## config.mk

```make
export PLATFORM = sky130hd
export DESIGN_NAME = serial_line_assembler_queue
export DESIGN_NICKNAME = d
export VERILOG_FILES = /design/src/sv/slaq_pkg.sv /design/src/sv/slaq_front.sv /design/src/sv/slaq_back.sv /design/src/sv/serial_line_assembler_queue.sv
export VERILOG_INCLUDE_DIRS = /design/src /design/src/sv
export SDC_FILE = /design/constraint.sdc
export NUM_CORES = 1
export LEC_CHECK = 0
export ABC_AREA = 0
export BUFFER_PORTS_ARGS = -buffer_cell sky130_fd_sc_hd__buf_2
export CAP_MARGIN = 20
export CORE_ASPECT_RATIO = 1.1
export CORE_UTILIZATION = 67
export DETAILED_ROUTE_END_ITERATION = 10
export MAX_ROUTING_LAYER = met4
export PLACE_DENSITY = 0.87
export SLEW_MARGIN = 20
export SYNTH_ARGS = -nofsm -noshare
export SYNTH_HDL_FRONTEND = slang
export SYNTH_SLANG_ARGS = --single-unit
```

## constraint.sdc

```tcl
create_clock -name clk -period 6.6 [get_ports clk]
set_input_delay 0.66 -clock clk [delete_from_list [all_inputs] [get_ports clk]]
set_output_delay 0.66 -clock clk [all_outputs]
set_load 0.05 [all_outputs]
```

## src/sv/assert_macros.svh

```systemverilog
// assertion macros shared by the rtl files
`ifndef ASSERT_MACROS_SVH
`define ASSERT_MACROS_SVH

`ifndef SYNTHESIS

// property checked at every rising edge outside reset
`define SLAQ_ASSERT(name, clk, rst_n, prop) \
	name: assert property (@(posedge clk) disable iff (!rst_n) (prop)) \
		else $error("assertion failed");

// condition that must never hold outside reset
`define SLAQ_NEVER(name, clk, rst_n, cond) \
	name: assert property (@(posedge clk) disable iff (!rst_n) !(cond)) \
		else $error("forbidden condition seen");

`else

`define SLAQ_ASSERT(name, clk, rst_n, prop)
`define SLAQ_NEVER(name, clk, rst_n, cond)

`endif

`endif

```

## src/sv/slaq_pkg.sv

```systemverilog
// types and constants of the serial line assembler queue
`default_nettype none

package slaq_pkg;

	localparam logic [1:0] REQ_BYTE  = 2'd0;
	localparam logic [1:0] REQ_TAKE  = 2'd1;
	localparam logic [1:0] REQ_CLEAR = 2'd2;

	localparam logic [7:0] CHAR_LOW  = 8'h20;
	localparam logic [7:0] CHAR_HIGH = 8'h7E;
	localparam logic [7:0] NEWLINE   = 8'h0A;

	// command kinds passed from front to back
	localparam logic [1:0] KIND_CHAR  = 2'd0;
	localparam logic [1:0] KIND_NL    = 2'd1;
	localparam logic [1:0] KIND_TAKE  = 2'd2;
	localparam logic [1:0] KIND_CLEAR = 2'd3;

	typedef struct packed {
		logic [1:0] req_type;
		logic [7:0] byte_value;
	} in_t;

	typedef struct packed {
		logic [6:0] line_char;
		logic       line_valid;
		logic       last_char;
		logic       overflow_seen;
		logic [1:0] lines_pending;
	} out_t;

	typedef struct packed {
		logic [1:0] kind;
		logic [6:0] ch;
	} cmd_t;

endpackage

`default_nettype wire

```

## src/sv/slaq_front.sv

```systemverilog
// front end: classifies incoming words and queues them as commands
`default_nettype none

`include "assert_macros.svh"

module slaq_front (
	input  wire logic           clk,
	input  wire logic           arst_n,
	input  wire logic           req_valid,
	output logic                req_ready,
	input  wire slaq_pkg::in_t  req,
	output logic                cmd_valid,
	output slaq_pkg::cmd_t      cmd,
	input  wire logic           cmd_pop
);
	import slaq_pkg::*;

	cmd_t       cmd_q [2];
	logic       wptr_q;
	logic       rptr_q;
	logic [1:0] cnt_q;
	cmd_t       cls;
	logic       keep;
	logic       push;

	// drop words that never change state
	always_comb begin
		cls.kind = KIND_CHAR;
		cls.ch   = req.byte_value[6:0];
		keep     = 1'b0;
		case (req.req_type)
			REQ_BYTE: begin
				if (req.byte_value == NEWLINE) begin
					cls.kind = KIND_NL;
					keep     = 1'b1;
				end else if (req.byte_value inside {[CHAR_LOW:CHAR_HIGH]}) begin
					cls.kind = KIND_CHAR;
					keep     = 1'b1;
				end
			end
			REQ_TAKE: begin
				cls.kind = KIND_TAKE;
				keep     = 1'b1;
			end
			REQ_CLEAR: begin
				cls.kind = KIND_CLEAR;
				keep     = 1'b1;
			end
			default: begin
				keep = 1'b0;
			end
		endcase
	end

	assign req_ready = (cnt_q != 2'd2);
	assign push      = req_valid && req_ready && keep;
	assign cmd_valid = (cnt_q != 2'd0);
	assign cmd       = cmd_q[rptr_q];

	always_ff @(posedge clk) begin
		if (push) begin
			cmd_q[wptr_q] <= cls;
		end
	end

	always_ff @(posedge clk or negedge arst_n) begin
		if (!arst_n) begin
			wptr_q <= 1'b0;
			rptr_q <= 1'b0;
			cnt_q  <= 2'd0;
		end else begin
			if (push) begin
				wptr_q <= ~wptr_q;
			end
			if (cmd_pop) begin
				rptr_q <= ~rptr_q;
			end
			case ({push, cmd_pop})
				2'b10:   cnt_q <= cnt_q + 2'd1;
				2'b01:   cnt_q <= cnt_q - 2'd1;
				default: cnt_q <= cnt_q;
			endcase
		end
	end

	`SLAQ_ASSERT(a_pop_nonempty, clk, arst_n, cmd_pop |-> cnt_q != 2'd0)
	`SLAQ_NEVER(a_cnt_bound, clk, arst_n, cnt_q == 2'd3)
	`SLAQ_ASSERT(a_push_counts, clk, arst_n, (push && !cmd_pop) |=> cnt_q == $past(cnt_q) + 2'd1)

endmodule

`default_nettype wire

```

## src/sv/slaq_back.sv

```systemverilog
// back end: line assembly, slot store, take and clear handling, result register
`default_nettype none

`include "assert_macros.svh"

module slaq_back #(
	parameter int LINE_SIZE   = 16,
	parameter int QUEUE_DEPTH = 2
) (
	input  wire logic            clk,
	input  wire logic            arst_n,
	input  wire logic            cmd_valid,
	input  wire slaq_pkg::cmd_t  cmd,
	output logic                 cmd_pop,
	output logic                 rsp_valid,
	input  wire logic            rsp_ready,
	output slaq_pkg::out_t       rsp
);
	import slaq_pkg::*;

	localparam int LW        = $clog2(LINE_SIZE);
	localparam int LINE_MAX  = LINE_SIZE - 1;
	// one spare slot always holds the line under assembly
	localparam int NSLOT     = QUEUE_DEPTH + 1;
	localparam int SW        = $clog2(NSLOT);
	localparam int CW        = $clog2(QUEUE_DEPTH + 1);
	localparam int MEM_DEPTH = NSLOT * (2 ** LW);
	localparam int AW        = SW + LW;

	localparam logic ST_IDLE = 1'b0;
	localparam logic ST_TAKE = 1'b1;

	logic [6:0]    mem [MEM_DEPTH];
	logic [LW-1:0] slot_len_q [NSLOT];

	logic          state_q;
	logic [LW-1:0] len_q;
	logic          discard_q;
	logic          ovf_q;
	logic [SW-1:0] wr_q;
	logic [SW-1:0] rd_q;
	logic [CW-1:0] count_q;
	logic [SW-1:0] take_slot_q;
	logic [LW-1:0] take_idx_q;
	logic [LW-1:0] take_len_q;

	logic          valid_s1;
	logic          is_char_s1;
	logic          last_s1;
	logic          ovf_s1;
	logic [1:0]    pend_s1;
	logic [6:0]    rdata_s1;
	logic          rsp_valid_q;
	out_t          rsp_q;

	logic          adv_out;
	logic          adv_s1;
	logic          issue;
	logic          issue_char;
	logic          issue_last;
	logic          mem_we;
	logic [AW-1:0] waddr;
	logic [AW-1:0] raddr;
	logic          take_end;

	function automatic logic [SW-1:0] slot_next(input logic [SW-1:0] s);
		return (s == SW'(NSLOT - 1)) ? '0 : s + 1'b1;
	endfunction

	assign adv_out  = !rsp_valid_q || rsp_ready;
	assign adv_s1   = !valid_s1 || adv_out;
	assign waddr    = {wr_q, len_q};
	assign raddr    = {take_slot_q, take_idx_q};
	assign take_end = ((LW + 1)'(take_idx_q) + 1'b1) == (LW + 1)'(take_len_q);

	always_comb begin
		cmd_pop    = 1'b0;
		issue      = 1'b0;
		issue_char = 1'b0;
		issue_last = 1'b1;
		mem_we     = 1'b0;
		if (state_q == ST_TAKE) begin
			issue      = adv_s1;
			issue_char = 1'b1;
			issue_last = take_end;
		end else if (cmd_valid) begin
			case (cmd.kind)
				KIND_CHAR: begin
					cmd_pop = 1'b1;
					mem_we  = !discard_q && (len_q < LW'(LINE_MAX));
				end
				KIND_NL: begin
					cmd_pop = 1'b1;
				end
				KIND_TAKE: begin
					if (count_q == '0) begin
						cmd_pop = adv_s1;
						issue   = adv_s1;
					end else begin
						cmd_pop = 1'b1;
					end
				end
				KIND_CLEAR: begin
					cmd_pop = adv_s1;
					issue   = adv_s1;
				end
				default: begin
					cmd_pop = 1'b1;
				end
			endcase
		end
	end

	always_ff @(posedge clk) begin
		if (mem_we) begin
			mem[waddr] <= cmd.ch;
		end
		if (adv_s1) begin
			rdata_s1 <= mem[raddr];
		end
	end

	always_ff @(posedge clk) begin
		if (cmd_pop && cmd.kind == KIND_NL && !discard_q && len_q != '0
				&& count_q < CW'(QUEUE_DEPTH)) begin
			slot_len_q[wr_q] <= len_q;
		end
	end

	always_ff @(posedge clk or negedge arst_n) begin
		if (!arst_n) begin
			state_q     <= ST_IDLE;
			len_q       <= '0;
			discard_q   <= 1'b0;
			ovf_q       <= 1'b0;
			wr_q        <= '0;
			rd_q        <= '0;
			count_q     <= '0;
			take_slot_q <= '0;
			take_idx_q  <= '0;
			take_len_q  <= '0;
		end else if (state_q == ST_TAKE) begin
			if (adv_s1) begin
				take_idx_q <= take_idx_q + 1'b1;
				if (take_end) begin
					state_q <= ST_IDLE;
				end
			end
		end else if (cmd_pop) begin
			case (cmd.kind)
				KIND_CHAR: begin
					if (!discard_q) begin
						if (len_q < LW'(LINE_MAX)) begin
							len_q <= len_q + 1'b1;
						end else begin
							discard_q <= 1'b1;
							len_q     <= '0;
						end
					end
				end
				KIND_NL: begin
					if (discard_q) begin
						discard_q <= 1'b0;
						ovf_q     <= 1'b1;
						len_q     <= '0;
					end else if (len_q != '0) begin
						if (count_q < CW'(QUEUE_DEPTH)) begin
							wr_q    <= slot_next(wr_q);
							count_q <= count_q + 1'b1;
						end else begin
							ovf_q <= 1'b1;
						end
						len_q <= '0;
					end
				end
				KIND_TAKE: begin
					if (count_q != '0) begin
						state_q     <= ST_TAKE;
						take_slot_q <= rd_q;
						take_len_q  <= slot_len_q[rd_q];
						take_idx_q  <= '0;
						rd_q        <= slot_next(rd_q);
						count_q     <= count_q - 1'b1;
					end
				end
				KIND_CLEAR: begin
					ovf_q <= 1'b0;
				end
				default: begin
					ovf_q <= ovf_q;
				end
			endcase
		end
	end

	// result metadata travels alongside the store read
	always_ff @(posedge clk or negedge arst_n) begin
		if (!arst_n) begin
			valid_s1 <= 1'b0;
		end else if (adv_s1) begin
			valid_s1 <= issue;
		end
	end

	always_ff @(posedge clk) begin
		if (adv_s1) begin
			is_char_s1 <= issue_char;
			last_s1    <= issue_last;
			ovf_s1     <= ovf_q;
			pend_s1    <= 2'(count_q);
		end
	end

	always_ff @(posedge clk or negedge arst_n) begin
		if (!arst_n) begin
			rsp_valid_q <= 1'b0;
		end else if (adv_out) begin
			rsp_valid_q <= valid_s1;
		end
	end

	always_ff @(posedge clk) begin
		if (adv_out) begin
			rsp_q.line_char     <= is_char_s1 ? rdata_s1 : 7'd0;
			rsp_q.line_valid    <= is_char_s1;
			rsp_q.last_char     <= last_s1;
			rsp_q.overflow_seen <= ovf_s1;
			rsp_q.lines_pending <= pend_s1;
		end
	end

	assign rsp_valid = rsp_valid_q;
	assign rsp       = rsp_q;

	`SLAQ_NEVER(a_count_bound, clk, arst_n, count_q > CW'(QUEUE_DEPTH))
	`SLAQ_ASSERT(a_discard_empty, clk, arst_n, discard_q |-> len_q == '0)
	`SLAQ_ASSERT(a_take_len, clk, arst_n, state_q == ST_TAKE |-> take_len_q != '0)
	`SLAQ_NEVER(a_no_pop_in_take, clk, arst_n, state_q == ST_TAKE && cmd_pop)

endmodule

`default_nettype wire

```

## src/sv/serial_line_assembler_queue.sv

```systemverilog
// Serial line assembler queue.
// Request channel (req_valid/req_ready/req) takes one word per cycle until the
// front is full: a received byte, a take request or an overflow read-and-clear.
// Result channel (rsp_valid/rsp_ready/rsp) returns the words that take and clear
// requests make. A two-entry command queue parts the classifying front from the
// back end, so bytes keep flowing while results wait on a stalled receiver.
// A received byte gives no result. A clear gives one result; a take gives one
// result per character of the oldest line (one result if nothing is queued),
// one per cycle from the slot store while the receiver keeps up, after a start
// step that pops the take; a full line holds LINE_SIZE-1 characters.
// With nothing waiting ahead, the first result passes the command queue, the
// read stage and the result register; a take of a queued line adds its start step.
// The store read port and the result register set the one-result-per-cycle pace.
// A stalled receiver holds the result register, then the read stage, then takes
// and clears in the back end; the front accepts until its two entries are full.
// Reset empties the queue and clears the line under assembly, discard mode and
// the overflow flag at once; no sweep of the store is needed.
`default_nettype none

module serial_line_assembler_queue #(
	parameter int LINE_SIZE   = 16,
	parameter int QUEUE_DEPTH = 2
) (
	input  wire logic            clk,
	input  wire logic            arst_n,
	input  wire logic            req_valid,
	output logic                 req_ready,
	input  wire slaq_pkg::in_t   req,
	output logic                 rsp_valid,
	input  wire logic            rsp_ready,
	output slaq_pkg::out_t       rsp
);
	import slaq_pkg::*;

	logic cmd_valid;
	logic cmd_pop;
	cmd_t cmd;

	slaq_front u_front (
		.clk       (clk),
		.arst_n    (arst_n),
		.req_valid (req_valid),
		.req_ready (req_ready),
		.req       (req),
		.cmd_valid (cmd_valid),
		.cmd       (cmd),
		.cmd_pop   (cmd_pop)
	);

	slaq_back #(
		.LINE_SIZE   (LINE_SIZE),
		.QUEUE_DEPTH (QUEUE_DEPTH)
	) u_back (
		.clk       (clk),
		.arst_n    (arst_n),
		.cmd_valid (cmd_valid),
		.cmd       (cmd),
		.cmd_pop   (cmd_pop),
		.rsp_valid (rsp_valid),
		.rsp_ready (rsp_ready),
		.rsp       (rsp)
	);

endmodule

`default_nettype wire
```

Yosys cells after proc, flatten, opt, wreduce, memory -nomap -nowiden
Memory sizes are Yosys's and may differ from the RTL's. A register that Yosys moved wholly into a read port is not among the register bits.
Index checks and enable logic that the tools add are counted.
{"block": "op_classes", "n_addsub": 9, "magnitude_cmp": 4, "eq_ne": 20, "muxes": 54, "bitwise_logic": 4, "reduce_logical": 36}
{"operator": "$mux 4", "n": 9}
{"operator": "$mux 1", "n": 30}
{"operator": "$reduce_bool 2->1", "n": 9}
{"operator": "$eq 2x2->1 const B", "n": 6}
{"operator": "$mux 2", "n": 6}
{"operator": "$ne 2x2->1 const B", "n": 6}
{"operator": "$reduce_and 5->1", "n": 2}
{"operator": "$add 2x1->2 const B", "n": 4}
{"operator": "$add 4x1->4 const B", "n": 2}
{"operator": "$eq 8x4->1 const B", "n": 1}
{"operator": "$ge 8x6->1 const B", "n": 1}
{"operator": "$le 8x7->1 const B", "n": 1}
{"operator": "$logic_and 1x1->1", "n": 8}
{"operator": "$pmux 1 s2", "n": 4}
{"operator": "$pmux 2 s2", "n": 2}
{"operator": "$pmux 4 s2", "n": 1}
{"operator": "$reduce_and 4->1", "n": 2}
{"operator": "$reduce_and 7->1", "n": 1}
{"operator": "$eq 2x1->1 const B", "n": 3}
{"operator": "$logic_not 2->1", "n": 3}
{"operator": "$ne 3x2->1 const B", "n": 2}
{"operator": "$pmux 2 s3", "n": 1}
{"operator": "$reduce_and 6->1", "n": 1}
{"operator": "$add 4x1->5 const B", "n": 1}
{"operator": "other kinds (12)", "n": 21}
{"block": "word_totals", "ff_bits": 42, "ram_bits": 366, "input_bits": 14, "output_inout_bits": 14, "wordCells": 153, "memories": 3}
{"name": "u_back.mem", "words": 48, "width": 7, "read_ports": 1, "rd_ports_with_merged_regs": 1, "wr": 1, "line_no": "slaq_back.sv:33", "text": "logic [6:0] mem [MEM_DEPTH];"}
{"name": "u_front.cmd_q", "words": 2, "width": 9, "read_ports": 1, "rd_ports_with_merged_regs": 0, "wr": 1, "line_no": "slaq_front.sv:18", "text": "cmd_t cmd_q [2];"}
{"name": "u_back.slot_len_q", "words": 3, "width": 4, "read_ports": 1, "rd_ports_with_merged_regs": 1, "wr": 1, "line_no": "slaq_back.sv:34", "text": "logic [LW-1:0] slot_len_q [NSLOT];"}

Longest topological paths before layout
{"block": "logic_depth", "depth_word": 13, "depth_mapped": 11, "ltp_nobuf": 10}

By module
From an unflattened synthesis, not the netlist that was laid out.
{"block": "unflattened", "hier_cells": 867, "area_unflattened_um2": 16592.2}
{"module": "slaq_back", "instances": 1, "cells_per_inst": 807, "area_each_um2": 15635.0, "seq_area_each_um2": 11796.3}
{"module": "slaq_front", "instances": 1, "cells_per_inst": 60, "area_each_um2": 957.2, "seq_area_each_um2": 640.6}

Least setup slack after synthesis
OpenSTA, ideal clock, no wires.
{"block": "synth_timing", "path_kind": "reg2reg", "start": "register u_front.rptr_q", "end": "memory u_back.mem[47][0] (enable)", "setup_ns": 0.360, "arrival_time_ns": 2.169, "required_time_ns": 6.240, "path_slack_ns": 4.071, "stages_incl_launch_ff": 9, "path_buffers": 1, "period_less_slack_ns": 2.529, "path_cell_list": "dfrtp_1 -> buf_2 -> mux2_2 -> inv_1 -> ha_1 -> nand2b_1 -> nor4_1 -> nand3_1 -> nor2_1"}
{"block": "synth_via", "elab_chain_len": 7}
{"item": "start, declared", "line_no": "slaq_front.sv:20", "text": "logic rptr_q;"}
{"item": "start signal, assigned", "line_no": "slaq_front.sv:76", "text": "rptr_q <= ~rptr_q;"}
{"item": "$mem_v2 2x9"}
{"item": "$logic_not 2->1", "line_no": "slaq_back.sv:87", "text": "case (cmd.kind)"}
{"item": "$mux 1", "line_no": "slaq_back.sv:87"}
{"item": "$mux 1", "line_no": "slaq_back.sv:86", "text": "end else if (cmd_valid) begin"}
{"item": "$mux 1", "line_no": "slaq_back.sv:82", "text": "if (state_q == ST_TAKE) begin"}
{"item": "$mux 1", "line_no": "slaq_back.sv:115", "text": "if (mem_we) begin"}
{"item": "$mux 1 (not written as such)", "line_no": "slaq_back.sv:116", "text": "mem[waddr] <= cmd.ch;"}
{"item": "end, declared", "line_no": "slaq_back.sv:33"}
No other way between the ends.

Final worst setup path
{"block": "layout_timing", "start": "register u_front.rptr_q", "end": "memory u_back.mem[31][1] (enable)"}
The elaborated chain is that of the path after synthesis.

==> out/summary.txt <==
CP max FO: 10
Seq cells post-synth: 419
Initial antenna violation count: 1
XOR/XNOR Fraction of Synth Area: 0.523%
Largest family of logic cells by synthesized area: multiplexers
Slew headroom: 28.6%
Fmax: 0.284 GHz
Sequential share of the synthesized area: 74.3%
Dpl cell area: 17100 µm²
Boundary pin count: 28
Placer Congestion: 0.839
Detail Route Antenna Nets: 0
Seq pwr share: 46.1%
Worst-Margin Slew: 1.07 ns
Cell variety after synth: 50
Clock sink count: 419
Gate power share: 25.9%
Overflow after GRT: 0
Postcts setup bufs: 0
P per Cell Area: 419 nW/µm²
Sw frac: 30.7%
CP Capture Type: flip-flop
VDD IR-drop max: 0.249 mV
Post-synth EDFFs: 390
Via density: 6.88
Failing checks: design-rule violations
CORE AREA: 24500 µm²
Initial Util: 68.4%
Worst clock skew: 0.0211 ns
H-tree Lvls: 2
Most common cell in the netlist: edfxtp_1
Synth Cell Area: 16700 µm²
Crit share post-route: 53.4%
Die area: 25600 µm²
First-pass GRT wire length: 52900 µm
I/O Buffers: 27
HPWL Detailed: 20700 µm
TritonCTS buffer count: 39
Post-synth top cells: edfxtp_1, nor2_1, mux4_2, mux2_2, mux2i_1
Status: finished with violations
Async SR Flop Fraction: 6.92%
Synth area leaders: edfxtp_1, mux4_2, dfrtp_1
Post-synthesis adder-cell area fraction: 0.748%
P_sw: 2.35 mW
Detailed-route DRC error count: 1
Nets: 948
CTS tree: built
DRT Pass-1 Iters: 10
Cells after Synth: 901
# setup viols final: 0
Max Cap Viol: 0
Synth warn: 0
Num rows: 60
WL/cell: 27.5 µm
Top FF cell, synth: edfxtp_1
Avg Cell Area, Syn: 18.6 µm²
Int Power: 5.30 mW
Mux contribution to synthesized area: 13.7%
Final Hold Fails: 0
CTS resizes: 0
Detailed Route Iter0 Violations: 1044
Crit path kind: flip-flop to flip-flop
Synth top area share: 70.0%
Design Area, Final: 18300 µm²
Clk slew on worst S/H paths: 0.07 ns
Setup TNS: 0 ns
GR Util All Layers: 29.3%
Min-delay worst type: input pin to async pin
Power share of the clock group: 28.0%
Vias in the first global route: 8774
Worst Setup Start Kind: flip-flop
Root buf cell: clkbuf_16
Clk buf depth: 3
Hold_buf cts: 0
Slew Viols, Final: 0
Pre-CTS setup slack: 3.13 ns
Fin worst setup slack: 3.08 ns
Worst Path Required: 6.76 ns
Area Growth Syn to Fin: 9.21%
Final min period: 3.52 ns
Top cell type by total area after synthesis: edfxtp_1
Chip width: 153 µm
Largest net degree at the start of global routing: 56
DR vias: 8703
Worst skew pair latency: 0.53 ns
Layout cell share with drive strength beyond 1: 20.0%
Die height: 168 µm
Final WL: 34800 µm
Compound-cell area share of the yosys netlist: 4.02%
LEAKAGE: 6.02 nW
Simple-Gate Fraction of Synth Area: 4.88%
Unrepaired setup endpoints after global routing: false
WP data arrival: 3.69 ns
Syn_nets: 925
power by group through the flow:
stage / sequential [mW] / combinational (mW) / clock [mW]
4_1_cts: 3.53 / 1.98 / 2.16
3_3_place_gp: 3.57 / 1.88 / 0
6_report: 3.53 / 1.98 / 2.14
5_1_grt: 3.55 / 2.09 / 2.26
3_5_place_dp: 3.58 / 1.95 / 0
2_1_floorplan: 3.47 / 1.48 / 0
worst paths after layout:
check	from	endpoint	slack [ns]	cells after the start
min in group clk	req[1]	u_front.cmd_q[1][1]$_DFFE_PP_	0.37	1
min reg2reg	u_back.pend_s1[1]$_DFFE_PN_	u_back.rsp[1]$_DFFE_PP_	0.42	0
max reg2reg	u_front.rptr_q$_DFFE_PN0P_	u_back.mem[31][1]$_DFFE_PP_	3.08	7
max in group asynchronous	arst_n	u_back.take_idx_q[0]$_DFFE_PN0P_	5.88	1
min	arst_n	u_back.len_q[1]$_DFFE_PN0P_	0.19	1
max	u_front.rptr_q$_DFFE_PN0P_	u_back.mem[31][1]$_DFFE_PP_	3.08	7
cells in the final DEF, fill, tap and decap left out, types with 14 or more instances in the layout:
master	count
a21oi_1	14
and2_1	21
buf_2	27
clkbuf_16	41
dfrtp_1	27
edfxtp_1	390
inv_1	15
mux2_2	37
mux2i_1	36
mux4_2	65
nand2_1	24
nor2_1	69
o221ai_1	15
layout make-up:
type	count	area (µm²)
Clock inverter	21	155
Inverter	15	56.3
Clock buffer	50	1060
Timing Repair Buffer	32	173
Multi-Input combinational cell	417	4000
Tap cell	310	388
Antenna cell	1	2.50
Fill cell	1311	6200
Sequential cell	419	12400
sequential cells by signal, indices dropped and copies added, names as in the netlist, 2 cells and up:
signal and flops:
u_back.rsp 12, u_back.slot_len_q 12, u_back.pend_s1 2, u_back.mem 336, u_back.take_idx_q 4, u_back.take_len_q 4
u_back.rd_q 2, u_back.rdata_s1 7, u_back.count_q 2, u_front.cmd_q 18, u_front.cnt_q 2, u_back.wr_q 2
u_back.len_q 4, u_back.take_slot_q 2
layer usage:
layer  global-route usage [%]  vias to the layer above  routed length, µm
li1                         -                     3665                  -
met1                     36.7                     4446              12600
met2                     49.4                      500              18300
met3                     4.53                       92               2850
met4                     10.1                        0               1080
met5                        -                        -                  0
cells by family (layout without fill, tap and decap cells):
logic type,count (synthesis),count (layout)
compound gates,88,88
xor+xnor,10,10
fa+ha+maj,10,10
buf+inv,65,118
flops,419,419
mux,140,140
other cells,0,1
simple gates,169,169
stage by stage:
| step | cells | utilization [%] | total power, mW | hold WS [ns] |
|---|---|---|---|---|
| floorplan | 901 | - | 4.95 | 0.364 |
| global placement | 1193 | 69.7 | 5.45 | 0.408 |
| detailed placement | 1193 | 69.7 | 5.53 | 0.410 |
| CTS | 1264 | 74.6 | 7.67 | 0.190 |
| global route | 1265 | 74.7 | 7.91 | 0.221 |
| finish | 1265 | 74.7 | 7.65 | 0.193 |
critical path, stage by stage, from the launching register on:
cell,delay (ns)
dfrtp_1,0.62
mux2_2,0.45
inv_1,0.13
ha_1,0.21
nand2b_1,0.11
nor4_1,0.65
nand2_1,0.40
nor2_1,0.60
Note: power is estimated with default switching activity, not from simulation.
